## src/sv/gyro_rate_conditioner_macros.svh

```systemverilog
// Assertion macros for the gyro rate conditioner.
// Define ASSERT_OFF to compile all checks away.
`ifndef GYRO_RATE_CONDITIONER_MACROS_SVH
`define GYRO_RATE_CONDITIONER_MACROS_SVH
`ifndef ASSERT_OFF
// Same-cycle implication, disabled during reset
`define GRC_ASSERT_IMP(lbl, clk, rst, ante, cons) \
  lbl: assert property (@(posedge clk) disable iff (rst) (ante) |-> (cons)) \
    else $error("gyro rate conditioner check failed");
// Next-cycle implication, disabled during reset
`define GRC_ASSERT_NXT(lbl, clk, rst, ante, cons) \
  lbl: assert property (@(posedge clk) disable iff (rst) (ante) |=> (cons)) \
    else $error("gyro rate conditioner check failed");
`else
`define GRC_ASSERT_IMP(lbl, clk, rst, ante, cons)
`define GRC_ASSERT_NXT(lbl, clk, rst, ante, cons)
`endif
`endif

```

## src/sv/grc_pkg.sv

```systemverilog
package grc_pkg;

  // Fixed field widths
  localparam int SPEED_W = 24;
  localparam int DZ_W    = 16;
  localparam int SSL_W   = 23;
  localparam int SRL_W   = 19;
  localparam int STEP_W  = 16;
  localparam int ALPHA_W = 8;
  localparam int FRAC_W  = 8;
  localparam int ROUND_HALF = 128;

  // Filter coefficients, Q0.8
  localparam logic [ALPHA_W-1:0] COEF_X    = 8'd154;
  localparam logic [ALPHA_W-1:0] COEF_NAV  = 8'd230;
  localparam logic [ALPHA_W-1:0] COEF_CTRL = 8'd51;

  // Step counter of the serial multipliers
  localparam int CNT_W = 4;
  localparam logic [CNT_W-1:0] FILT_LAST = CNT_W'(ALPHA_W - 1);
  localparam logic [CNT_W-1:0] YAW_LAST  = CNT_W'(STEP_W - 1);

  // Configuration register indexes
  localparam int CFG_IDX_W = 3;
  typedef enum logic [CFG_IDX_W-1:0] {
    CFG_OFFSET_X          = 3'd0,
    CFG_OFFSET_Y          = 3'd1,
    CFG_OFFSET_Z          = 3'd2,
    CFG_DEAD_ZONE         = 3'd3,
    CFG_STILL_SPEED_LIMIT = 3'd4,
    CFG_STILL_RATE_LIMIT  = 3'd5,
    CFG_YAW_STEP          = 3'd6
  } cfg_reg_t;

  // Register reset values
  localparam logic [DZ_W-1:0]   DEAD_ZONE_RST   = 16'd77;
  localparam logic [SSL_W-1:0]  SPEED_LIMIT_RST = 23'd1280;
  localparam logic [SRL_W-1:0]  RATE_LIMIT_RST  = 19'd1280;
  localparam logic [STEP_W-1:0] YAW_STEP_RST    = 16'd131;

endpackage

```

## src/sv/gyro_rate_conditioner.sv

```systemverilog
// A beat passes PREP, DIFF, FILT, UPD, YAW and DONE before its result is registered;
// a new beat is taken only in IDLE, once the output register was free in DONE. An
// 8-step bit-serial alpha multiply and a 16-step bit-serial yaw_step multiply
// set the pace. A finished beat waits in the output register meanwhile.
// Reset (rst, synchronous): filters and yaw clear to zero, registers take their
// defaults, no output beat pending.
`include "gyro_rate_conditioner_macros.svh"

module gyro_rate_conditioner #(
  parameter int RATE_WIDTH = 20,
  parameter int YAW_WIDTH  = 40,
  localparam int CFG_W  = (RATE_WIDTH > grc_pkg::SSL_W) ? RATE_WIDTH : grc_pkg::SSL_W,
  localparam int IN_W   = ((3 * RATE_WIDTH + 2 * grc_pkg::SPEED_W + 7) / 8) * 8,
  localparam int OUT_W  = ((4 * RATE_WIDTH + YAW_WIDTH + 7) / 8) * 8
) (
  input  logic                          clk,
  input  logic                          rst,
  // configuration write port
  input  logic                          cfg_we,
  input  logic [grc_pkg::CFG_IDX_W-1:0] cfg_index,
  input  logic [CFG_W-1:0]              cfg_data,
  // input sample stream
  input  logic                          s_axis_tvalid,
  output logic                          s_axis_tready,
  // rate_x, rate_y, rate_z, speed_left, speed_right
  input  logic [IN_W-1:0]               s_axis_tdata,
  // result stream
  output logic                          m_axis_tvalid,
  input  logic                          m_axis_tready,
  // out_rate_x, out_rate_y, out_rate_z_nav, out_rate_z_ctrl, yaw_angle
  output logic [OUT_W-1:0]              m_axis_tdata
);

  localparam int SPW    = grc_pkg::SPEED_W;
  localparam int DIFF_W = RATE_WIDTH + 1;
  localparam int SUM_W  = RATE_WIDTH + 2;
  localparam int PROD_W = DIFF_W + grc_pkg::ALPHA_W;
  localparam int YP_W   = RATE_WIDTH + grc_pkg::STEP_W + 1;
  localparam int EXT_W  = (YAW_WIDTH > YP_W) ? YAW_WIDTH : YP_W;
  localparam int CMP_W  = (DIFF_W > SPW) ? DIFF_W : SPW;

  localparam logic signed [RATE_WIDTH-1:0] RATE_MAX = {1'b0, {(RATE_WIDTH-1){1'b1}}};
  localparam logic signed [RATE_WIDTH-1:0] RATE_MIN = {1'b1, {(RATE_WIDTH-1){1'b0}}};
  localparam logic signed [PROD_W-1:0] ROUND_P = PROD_W'(grc_pkg::ROUND_HALF);
  localparam logic signed [YP_W-1:0]   ROUND_Y = YP_W'(grc_pkg::ROUND_HALF);

  typedef enum logic [2:0] {
    ST_IDLE,
    ST_PREP,
    ST_DIFF,
    ST_FILT,
    ST_UPD,
    ST_YAW,
    ST_DONE
  } state_t;

  // Magnitude of a sign-extended value
  function automatic logic [CMP_W-1:0] mag(input logic signed [CMP_W-1:0] v);
    return v[CMP_W-1] ? CMP_W'(-v) : CMP_W'(v);
  endfunction

  // Saturate an offset difference to the rate range
  function automatic logic signed [RATE_WIDTH-1:0] sat_diff(input logic signed [DIFF_W-1:0] v);
    if (v[DIFF_W-1] == v[DIFF_W-2]) return v[RATE_WIDTH-1:0];
    return v[DIFF_W-1] ? RATE_MIN : RATE_MAX;
  endfunction

  // True when a filter sum fits the rate range
  function automatic logic sum_fits(input logic signed [SUM_W-1:0] v);
    return (v[SUM_W-1:RATE_WIDTH-1] == 3'b000) || (v[SUM_W-1:RATE_WIDTH-1] == 3'b111);
  endfunction

  function automatic logic signed [RATE_WIDTH-1:0] sat_sum(input logic signed [SUM_W-1:0] v);
    if (sum_fits(v)) return v[RATE_WIDTH-1:0];
    return v[SUM_W-1] ? RATE_MIN : RATE_MAX;
  endfunction

  // Configuration registers
  logic signed [RATE_WIDTH-1:0]     offset_x;
  logic signed [RATE_WIDTH-1:0]     offset_y;
  logic signed [RATE_WIDTH-1:0]     offset_z;
  logic [grc_pkg::DZ_W-1:0]         dead_zone;
  logic [grc_pkg::SSL_W-1:0]        still_speed_limit;
  logic [grc_pkg::SRL_W-1:0]        still_rate_limit;
  logic [grc_pkg::STEP_W-1:0]       yaw_step;

  // Sequencer and captured sample
  state_t                           state;
  logic [grc_pkg::CNT_W-1:0]        cnt;
  logic signed [RATE_WIDTH-1:0]     in_rx;
  logic signed [RATE_WIDTH-1:0]     in_ry;
  logic signed [RATE_WIDTH-1:0]     in_rz;
  logic signed [SPW-1:0]            in_sl;
  logic signed [SPW-1:0]            in_sr;
  logic signed [RATE_WIDTH-1:0]     g_x;
  logic signed [RATE_WIDTH-1:0]     g_y;
  logic signed [RATE_WIDTH-1:0]     g_z;

  // Filter state and serial multipliers
  logic signed [RATE_WIDTH-1:0]     smooth_x;
  logic signed [RATE_WIDTH-1:0]     smooth_z_nav;
  logic signed [RATE_WIDTH-1:0]     smooth_z_ctrl;
  logic signed [PROD_W-1:0]         mc_x;
  logic signed [PROD_W-1:0]         mc_n;
  logic signed [PROD_W-1:0]         mc_c;
  logic [grc_pkg::ALPHA_W-1:0]      mp_x;
  logic [grc_pkg::ALPHA_W-1:0]      mp_n;
  logic [grc_pkg::ALPHA_W-1:0]      mp_c;
  logic signed [PROD_W-1:0]         acc_x;
  logic signed [PROD_W-1:0]         acc_n;
  logic signed [PROD_W-1:0]         acc_c;

  // Yaw integrator and its serial multiplier
  logic [YAW_WIDTH-1:0]             yaw_accum;
  logic signed [YP_W-1:0]           ymc;
  logic [grc_pkg::STEP_W-1:0]       ymp;
  logic signed [YP_W-1:0]           yacc;

  // Offset removal, stillness lock and dead zone
  logic signed [DIFF_W-1:0]         dx;
  logic signed [DIFF_W-1:0]         dy;
  logic signed [DIFF_W-1:0]         dz;
  logic signed [RATE_WIDTH-1:0]     sx;
  logic signed [RATE_WIDTH-1:0]     sy;
  logic                             still;
  logic                             lock;

  assign dx = DIFF_W'(in_rx) - DIFF_W'(offset_x);
  assign dy = DIFF_W'(in_ry) - DIFF_W'(offset_y);
  assign dz = DIFF_W'(in_rz) - DIFF_W'(offset_z);
  assign sx = sat_diff(dx);
  assign sy = sat_diff(dy);
  assign still = (mag(CMP_W'(in_sl)) < CMP_W'(still_speed_limit)) &&
                 (mag(CMP_W'(in_sr)) < CMP_W'(still_speed_limit));
  assign lock  = still && (mag(CMP_W'(dz)) < CMP_W'(still_rate_limit));

  // Round the filter products and add them to the last values
  logic signed [PROD_W-1:0]         rsum_x, rsum_n, rsum_c;
  logic signed [PROD_W-1:0]         rnd_x, rnd_n, rnd_c;
  logic signed [SUM_W-1:0]          sum_x, sum_n, sum_c;
  logic signed [RATE_WIDTH-1:0]     nav_new;
  logic                             fit_x, fit_n, fit_c;

  assign rsum_x = acc_x + ROUND_P;
  assign rsum_n = acc_n + ROUND_P;
  assign rsum_c = acc_c + ROUND_P;
  assign rnd_x  = rsum_x >>> grc_pkg::FRAC_W;
  assign rnd_n  = rsum_n >>> grc_pkg::FRAC_W;
  assign rnd_c  = rsum_c >>> grc_pkg::FRAC_W;
  assign sum_x  = SUM_W'(smooth_x) + SUM_W'(rnd_x);
  assign sum_n  = SUM_W'(smooth_z_nav) + SUM_W'(rnd_n);
  assign sum_c  = SUM_W'(smooth_z_ctrl) + SUM_W'(rnd_c);
  assign fit_x  = sum_fits(sum_x);
  assign fit_n  = sum_fits(sum_n);
  assign fit_c  = sum_fits(sum_c);
  assign nav_new = sat_sum(sum_n);

  // Round the yaw product to Q16 and wrap into the accumulator
  logic signed [YP_W-1:0]           ysum;
  logic signed [YP_W-1:0]           ydelta;
  logic signed [EXT_W-1:0]          delta_ext;
  logic [YAW_WIDTH-1:0]             yaw_next;
  logic                             out_free;

  assign ysum      = yacc + ROUND_Y;
  assign ydelta    = ysum >>> grc_pkg::FRAC_W;
  assign delta_ext = EXT_W'(ydelta);
  assign yaw_next  = yaw_accum + delta_ext[YAW_WIDTH-1:0];
  assign out_free  = !m_axis_tvalid || m_axis_tready;

  assign s_axis_tready = (state == ST_IDLE);

  // Write configuration registers
  always_ff @(posedge clk) begin
    if (rst) begin
      offset_x          <= '0;
      offset_y          <= '0;
      offset_z          <= '0;
      dead_zone         <= grc_pkg::DEAD_ZONE_RST;
      still_speed_limit <= grc_pkg::SPEED_LIMIT_RST;
      still_rate_limit  <= grc_pkg::RATE_LIMIT_RST;
      yaw_step          <= grc_pkg::YAW_STEP_RST;
    end else if (cfg_we) begin
      case (grc_pkg::cfg_reg_t'(cfg_index))
        grc_pkg::CFG_OFFSET_X:          offset_x <= cfg_data[RATE_WIDTH-1:0];
        grc_pkg::CFG_OFFSET_Y:          offset_y <= cfg_data[RATE_WIDTH-1:0];
        grc_pkg::CFG_OFFSET_Z:          offset_z <= cfg_data[RATE_WIDTH-1:0];
        grc_pkg::CFG_DEAD_ZONE:         dead_zone <= cfg_data[grc_pkg::DZ_W-1:0];
        grc_pkg::CFG_STILL_SPEED_LIMIT: still_speed_limit <= cfg_data[grc_pkg::SSL_W-1:0];
        grc_pkg::CFG_STILL_RATE_LIMIT:  still_rate_limit <= cfg_data[grc_pkg::SRL_W-1:0];
        grc_pkg::CFG_YAW_STEP:          yaw_step <= cfg_data[grc_pkg::STEP_W-1:0];
        default: ;
      endcase
    end
  end

  // Sequencer, serial multipliers and output register
  always_ff @(posedge clk) begin
    if (rst) begin
      state         <= ST_IDLE;
      cnt           <= '0;
      smooth_x      <= '0;
      smooth_z_nav  <= '0;
      smooth_z_ctrl <= '0;
      yaw_accum     <= '0;
      m_axis_tvalid <= 1'b0;
    end else begin
      // raise the output beat from the final step, drop it once taken
      if (state == ST_DONE && out_free) begin
        m_axis_tvalid <= 1'b1;
      end else if (m_axis_tready) begin
        m_axis_tvalid <= 1'b0;
      end
      case (state)
        ST_IDLE: begin
          if (s_axis_tvalid) begin
            in_rx <= s_axis_tdata[RATE_WIDTH-1:0];
            in_ry <= s_axis_tdata[2*RATE_WIDTH-1:RATE_WIDTH];
            in_rz <= s_axis_tdata[3*RATE_WIDTH-1:2*RATE_WIDTH];
            in_sl <= s_axis_tdata[3*RATE_WIDTH+SPW-1:3*RATE_WIDTH];
            in_sr <= s_axis_tdata[3*RATE_WIDTH+2*SPW-1:3*RATE_WIDTH+SPW];
            state <= ST_PREP;
          end
        end
        ST_PREP: begin
          g_x   <= (mag(CMP_W'(sx)) < CMP_W'(dead_zone)) ? '0 : sx;
          g_y   <= (mag(CMP_W'(sy)) < CMP_W'(dead_zone)) ? '0 : sy;
          g_z   <= lock ? '0 : sat_diff(dz);
          state <= ST_DIFF;
        end
        ST_DIFF: begin
          // filter as last + alpha * (d - last)
          mc_x  <= PROD_W'(g_x) - PROD_W'(smooth_x);
          mc_n  <= PROD_W'(g_z) - PROD_W'(smooth_z_nav);
          mc_c  <= PROD_W'(g_z) - PROD_W'(smooth_z_ctrl);
          mp_x  <= grc_pkg::COEF_X;
          mp_n  <= grc_pkg::COEF_NAV;
          mp_c  <= grc_pkg::COEF_CTRL;
          acc_x <= '0;
          acc_n <= '0;
          acc_c <= '0;
          cnt   <= '0;
          state <= ST_FILT;
        end
        ST_FILT: begin
          // one alpha bit per cycle, LSB first
          acc_x <= acc_x + (mp_x[0] ? mc_x : '0);
          acc_n <= acc_n + (mp_n[0] ? mc_n : '0);
          acc_c <= acc_c + (mp_c[0] ? mc_c : '0);
          mc_x  <= mc_x <<< 1;
          mc_n  <= mc_n <<< 1;
          mc_c  <= mc_c <<< 1;
          mp_x  <= mp_x >> 1;
          mp_n  <= mp_n >> 1;
          mp_c  <= mp_c >> 1;
          cnt   <= cnt + 1'b1;
          if (cnt == grc_pkg::FILT_LAST) begin
            state <= ST_UPD;
          end
        end
        ST_UPD: begin
          smooth_x      <= sat_sum(sum_x);
          smooth_z_nav  <= nav_new;
          smooth_z_ctrl <= sat_sum(sum_c);
          ymc           <= YP_W'(nav_new);
          ymp           <= yaw_step;
          yacc          <= '0;
          cnt           <= '0;
          state         <= ST_YAW;
        end
        ST_YAW: begin
          // one yaw_step bit per cycle, LSB first
          yacc <= yacc + (ymp[0] ? ymc : '0);
          ymc  <= ymc <<< 1;
          ymp  <= ymp >> 1;
          cnt  <= cnt + 1'b1;
          if (cnt == grc_pkg::YAW_LAST) begin
            state <= ST_DONE;
          end
        end
        ST_DONE: begin
          // hold until the output register is free
          if (out_free) begin
            yaw_accum     <= yaw_next;
            m_axis_tdata  <= OUT_W'({yaw_next, smooth_z_ctrl, smooth_z_nav, g_y, smooth_x});
            state         <= ST_IDLE;
          end
        end
        default: begin
          state <= ST_IDLE;
        end
      endcase
    end
  end

  // A taken input beat starts the offset stage next cycle
  `GRC_ASSERT_NXT(a_accept_starts, clk, rst, s_axis_tvalid && s_axis_tready, state == ST_PREP)
  // Filter outputs are convex blends and never need saturation
  `GRC_ASSERT_IMP(a_filter_fits, clk, rst, state == ST_UPD, fit_x && fit_n && fit_c)
  // Yaw moves only when a result is handed to the output register
  `GRC_ASSERT_NXT(a_yaw_hold, clk, rst, !(state == ST_DONE && out_free), $stable(yaw_accum))
  // An output beat appears only from the final step
  `GRC_ASSERT_IMP(a_out_from_done, clk, rst, $rose(m_axis_tvalid), $past(state) == ST_DONE)

endmodule

```

## config.mk

```make
export PLATFORM = sky130hd
export DESIGN_NAME = gyro_rate_conditioner
export DESIGN_NICKNAME = d
export VERILOG_FILES = /design/src/sv/grc_pkg.sv /design/src/sv/gyro_rate_conditioner.sv
export VERILOG_INCLUDE_DIRS = /design/src /design/src/sv
export SDC_FILE = /design/constraint.sdc
export NUM_CORES = 2
export LEC_CHECK = 0
export BUFFER_PORTS_ARGS = -buffer_cell sky130_fd_sc_hd__buf_4
export CORE_UTILIZATION = 35
export CTS_CLUSTER_DIAMETER = 120
export DETAILED_ROUTE_END_ITERATION = 8
export MAX_ROUTING_LAYER = met4
export PLACE_DENSITY = 0.51
export SKIP_CTS_REPAIR_TIMING = 1
export SYNTH_ARGS = -nofsm -noshare
export SYNTH_HDL_FRONTEND = slang
export SYNTH_SLANG_ARGS = --single-unit
```

## constraint.sdc

```tcl
create_clock -name clk -period 8.58 [get_ports clk]
set_input_delay 1.716 -clock clk [delete_from_list [all_inputs] [get_ports clk]]
set_output_delay 1.716 -clock clk [all_outputs]
set_load 0.01 [all_outputs]
```

==> results.md <==
- In the layout the commonest cells are 634 x sky130_fd_sc_hd__nand2_1, 573 x sky130_fd_sc_hd__edfxtp_1, 487 x sky130_fd_sc_hd__nor2_1.
- By instance count, the cell type seen most on the critical path is sky130_fd_sc_hd__o21ai_0.
- The number of global-route vias before repair is 38.5k.
- For this run, the top clock speed supported by timing is 132 MHz.
- The end point of the worst hold path is m_axis_tdata[39].
- The synthesized netlist net count is 6075.
- The number of warnings printed during yosys synthesis is 0.
- After floorplanning, the core was sized to cover 146000 µm².
- The startpoint of the tightest hold check path is g_y[19].
- Entering global routing, the biggest net connects 129 pins.
- For the final database, setup skew stands at 0.0342 ns.
- Leaving out fill and tap cells, the most frequent cell in the layout is sky130_fd_sc_hd__nand2_1.
- The die covers 149000 µm².
- The worst path uses 88.6% of the clock period.
- For this design, the slowest cell found on the critical path is sky130_fd_sc_hd__edfxtp_1.
- The maximum number of buffers from clock root to sink is 3.
- The cell taking the most area after synthesis is sky130_fd_sc_hd__edfxtp_1.
- STA classifies the critical path endpoint as a flop.
- The main flop type after synthesis is sky130_fd_sc_hd__edfxtp_1.
- The critical path class is reg2reg.
- The detail-routed via count per cell is 5.21.
- After synthesis, the share of flip-flops with an asynchronous set or reset is 0%.
- The netlist area before placement is 51600 µm².
- In the routed design, unresolved DRC markers number 0.
- The share of the yosys chip area belonging to registers is 42.7%.
- The largest fanout on the critical path is 20.
- Routability-driven placement finished with a final weighted congestion of 0.896.
- The static power due to leakage is 22.6 nW.
- The data arrival time of the critical path is 8.02 ns.
- The final count of hold timing violations is 0.
- The via count of the routed design is 40.1k.
- The measured slew at the worst slew-check pin is 1.20 ns.
- The register bit count reported by yosys is 815.
- On the critical path the largest part of the delay comes from compound AO/OA/AOI/OAI gates.
- Cells with a size suffix above 1 make up 9.49% of the layout.
- The initial antenna violation count is 8.
- In this run the critical register-to-register path is launched from in_rx[1].
- The worst path needs 7.60 ns of the cycle, external delays included.
- The total routing usage reported by global routing is 19.2%.
- By area the synthesized netlist is led by sky130_fd_sc_hd__edfxtp_1 33%, sky130_fd_sc_hd__ha_1 11%, sky130_fd_sc_hd__dfxtp_1 9.4%.
- The number of clock buffers added by TritonCTS is 98.
- The detail-routed net length per standard cell is 18.3 µm.
- For this configuration, the core starts out at a cell density of 35.3%.
- The number of max-slew violations in the final report is 0.
- The worst-skew pair later-pin latency is 0.72 ns.
- The internal reg-to-reg setup slack is 0.98 ns.
- The number of H-tree levels is 3.
- The count of buffers added on input and output ports is 260.
- Data on the critical path is required at its endpoint by 9.00 ns.
- The global-route wire length before repair is 219 mm.
- The floorplan step set the die height to 386 µm.
- Setup repair after global routing left no endpoint under its margin.
- The count of nets left with antenna violations after detail routing is 0.
- The synthesized instance count is 5469.
- Measured against its own limit, the worst slew margin works out to 19.5%.
- STA classifies the critical path startpoint as a flop.
- Averaged over all synthesized cells, the footprint is 9.44 µm².
- Counting both buffers and inverters, the worst setup path holds a total of 1.
- The iteration-0 DRC count of the detailed router is 2584.
- The area overhead of the layout relative to synthesis is 14.4%.
- The number of synthesized flops with an enable pin is 573.
- The clock root buffer is sky130_fd_sc_hd__clkbuf_16.
- The number of sinks driven by the clock tree is 815.
- The horizontal die dimension is 386 µm.
- The tightest hold path in the finished design has a slack of 0.418 ns.
- The design draws 10.5 mW.
- The count of different cell masters after synthesis is 88.
- For this run, the slowest stage of the critical path takes 0.43 ns.
- The total negative slack is 0 ns.
- Across the VDD grid, the largest voltage drop is 0.137 mV.
- In this run the worst hold path is classified as reg2reg.
- The share of the synthesized area in the top cell type is 33.3%.
- The placed wire-length estimate is 105 mm.
- The total wire length is 141 mm.
- For the worst flop-to-flop path, the logic depth is 34.
- The run finished with clean final reports.
- The cell depth of the worst min-delay path is 0.
- The number of maximum-capacitance violations is 0.
- The number of detailed-routing iterations run before antenna repair is 5.
- In this run the power density over the cells is 178 nW/µm².
- The boundary pin count is 265.
- TritonCTS built the clock tree.
- The sum of overflow across all layers after global routing is 0.
- The endpoint identified for the worst register-to-register timing path is g_x[3].
- Clock-pin slew was measured on the worst setup and hold paths at 0.06 ns.
- The number of core rows is 140.
- The number of nets at the end of the flow is 6293.
- The number of failing setup endpoints in the final timing report is 0.
-- area by class of cell --
type	instances	area, µm²
Fill cell	14600	87000
Antenna cell	4	10.0
Inverter	286	1080
Sequential cell	815	22100
Timing Repair Buffer	299	2260
Tap cell	1917	2400
Clock inverter	44	464
Clock buffer	142	2880
Multi-Input combinational cell	4187	27900
-- worst register-to-register path: cells and delay by family (launching register included) --
family          cells  cell delay (ns)
compound gates     17             3.11
simple gates       11             2.26
fa+ha+maj           4             1.06
flops               1             0.43
buf+inv             1             0.28
xor+xnor            1             0.15
-- kinds of logic (layout without fill, tap and decap cells) --
family | Yosys count | in the layout | synth area share, %
compound gates | 1392 | 1392 | 17.5
xor+xnor | 424 | 424 | 7.19
fa+ha+maj | 463 | 463 | 11.4
buf+inv | 467 | 771 | 3.42
flops | 815 | 815 | 42.7
mux | 24 | 24 | 0.506
other cells | 0 | 4 | 0
simple gates | 1884 | 1884 | 17.3
-- power breakdown --
part	leakage [nW]	switching [mW]	internal, mW
logic	13.8	1.05	0.702
registers	7.12	0.0933	4.37
clock network	1.65	1.79	2.51
-- synth_stat cells, drive strengths merged (12+ instances only) --
master / number
nand2: 636
edfxtp: 573
nor2: 489
a21oi: 475
ha: 449
inv: 284
xnor2: 283
dfxtp: 242
o21ai: 201
a21o: 168
clkbuf: 166
and2: 151
xor2: 141
nor3: 107
nand3: 93
o21a: 82
a211oi: 79
nand2b: 77
and3: 63
a31oi: 53
nor2b: 48
nand4: 46
or3: 41
a221oi: 37
o31ai: 36
o21bai: 34
o211ai: 28
a311oi: 27
nor3b: 26
a211o: 24
or2: 23
nand3b: 21
a21boi: 20
nor4: 19
a2111oi: 18
mux2: 17
buf: 15
fa: 14
a41oi: 13
and4: 12
o2111ai: 12
o41ai: 12
-- registers in the layout, indices dropped and copies added, names as in the netlist, 29 cells and up --
| register | cells |
|---|---|
| m_axis_tdata | 120 |
| yaw_accum | 40 |
| yacc | 37 |
| ymc | 37 |
| acc_c | 29 |
| acc_n | 29 |
| acc_x | 29 |
| mc_c | 29 |
| mc_n | 29 |
| mc_x | 29 |
-- metal layers --
| metal | up-vias | part of all wire, % | global-route usage, % |
|---|---|---|---|
| met3 | 202 | 4.6 | 3.17 |
| met4 | 0 | 2.9 | 5.88 |
| met2 | 746 | 45 | 30.1 |
| li1 | 20200 | - | - |
| met1 | 18900 | 47 | 25.4 |
| met5 | - | 0 | - |
-- per-stage QoR --
stage / util (%) / setup slack [ns] / area [µm²] / std cells
final: 40.4 / 0.981 / 59100 / 7694
after global routing: 40.4 / 0.214 / 59100 / 7694
after CTS: 40.4 / 0.985 / 59000 / 7690
after detailed placement: 38.1 / 1.03 / 55700 / 7504
after global placement: 38.1 / 1.13 / 55700 / 7504
after floorplan: - / 0.689 / 51600 / 5469
-- how the worst max path moves through the flow --
stage | cells past startpoint | slack (ns) | end | start
6_report | 34 | 0.98 | g_x[3] | in_rx[1]
5_1_grt | 34 | 0.21 | g_x[14] | in_rx[1]
4_1_cts | 34 | 0.98 | g_x[3] | in_rx[1]
3_5_place_dp | 34 | 1.03 | g_x[19] | in_rx[1]
3_3_place_gp | 34 | 1.13 | g_x[15] | in_rx[1]
2_1_floorplan | 4 | 0.69 | m_axis_tdata[0] | m_axis_tready
No activity file was read; power rests on OpenSTA's default activity.
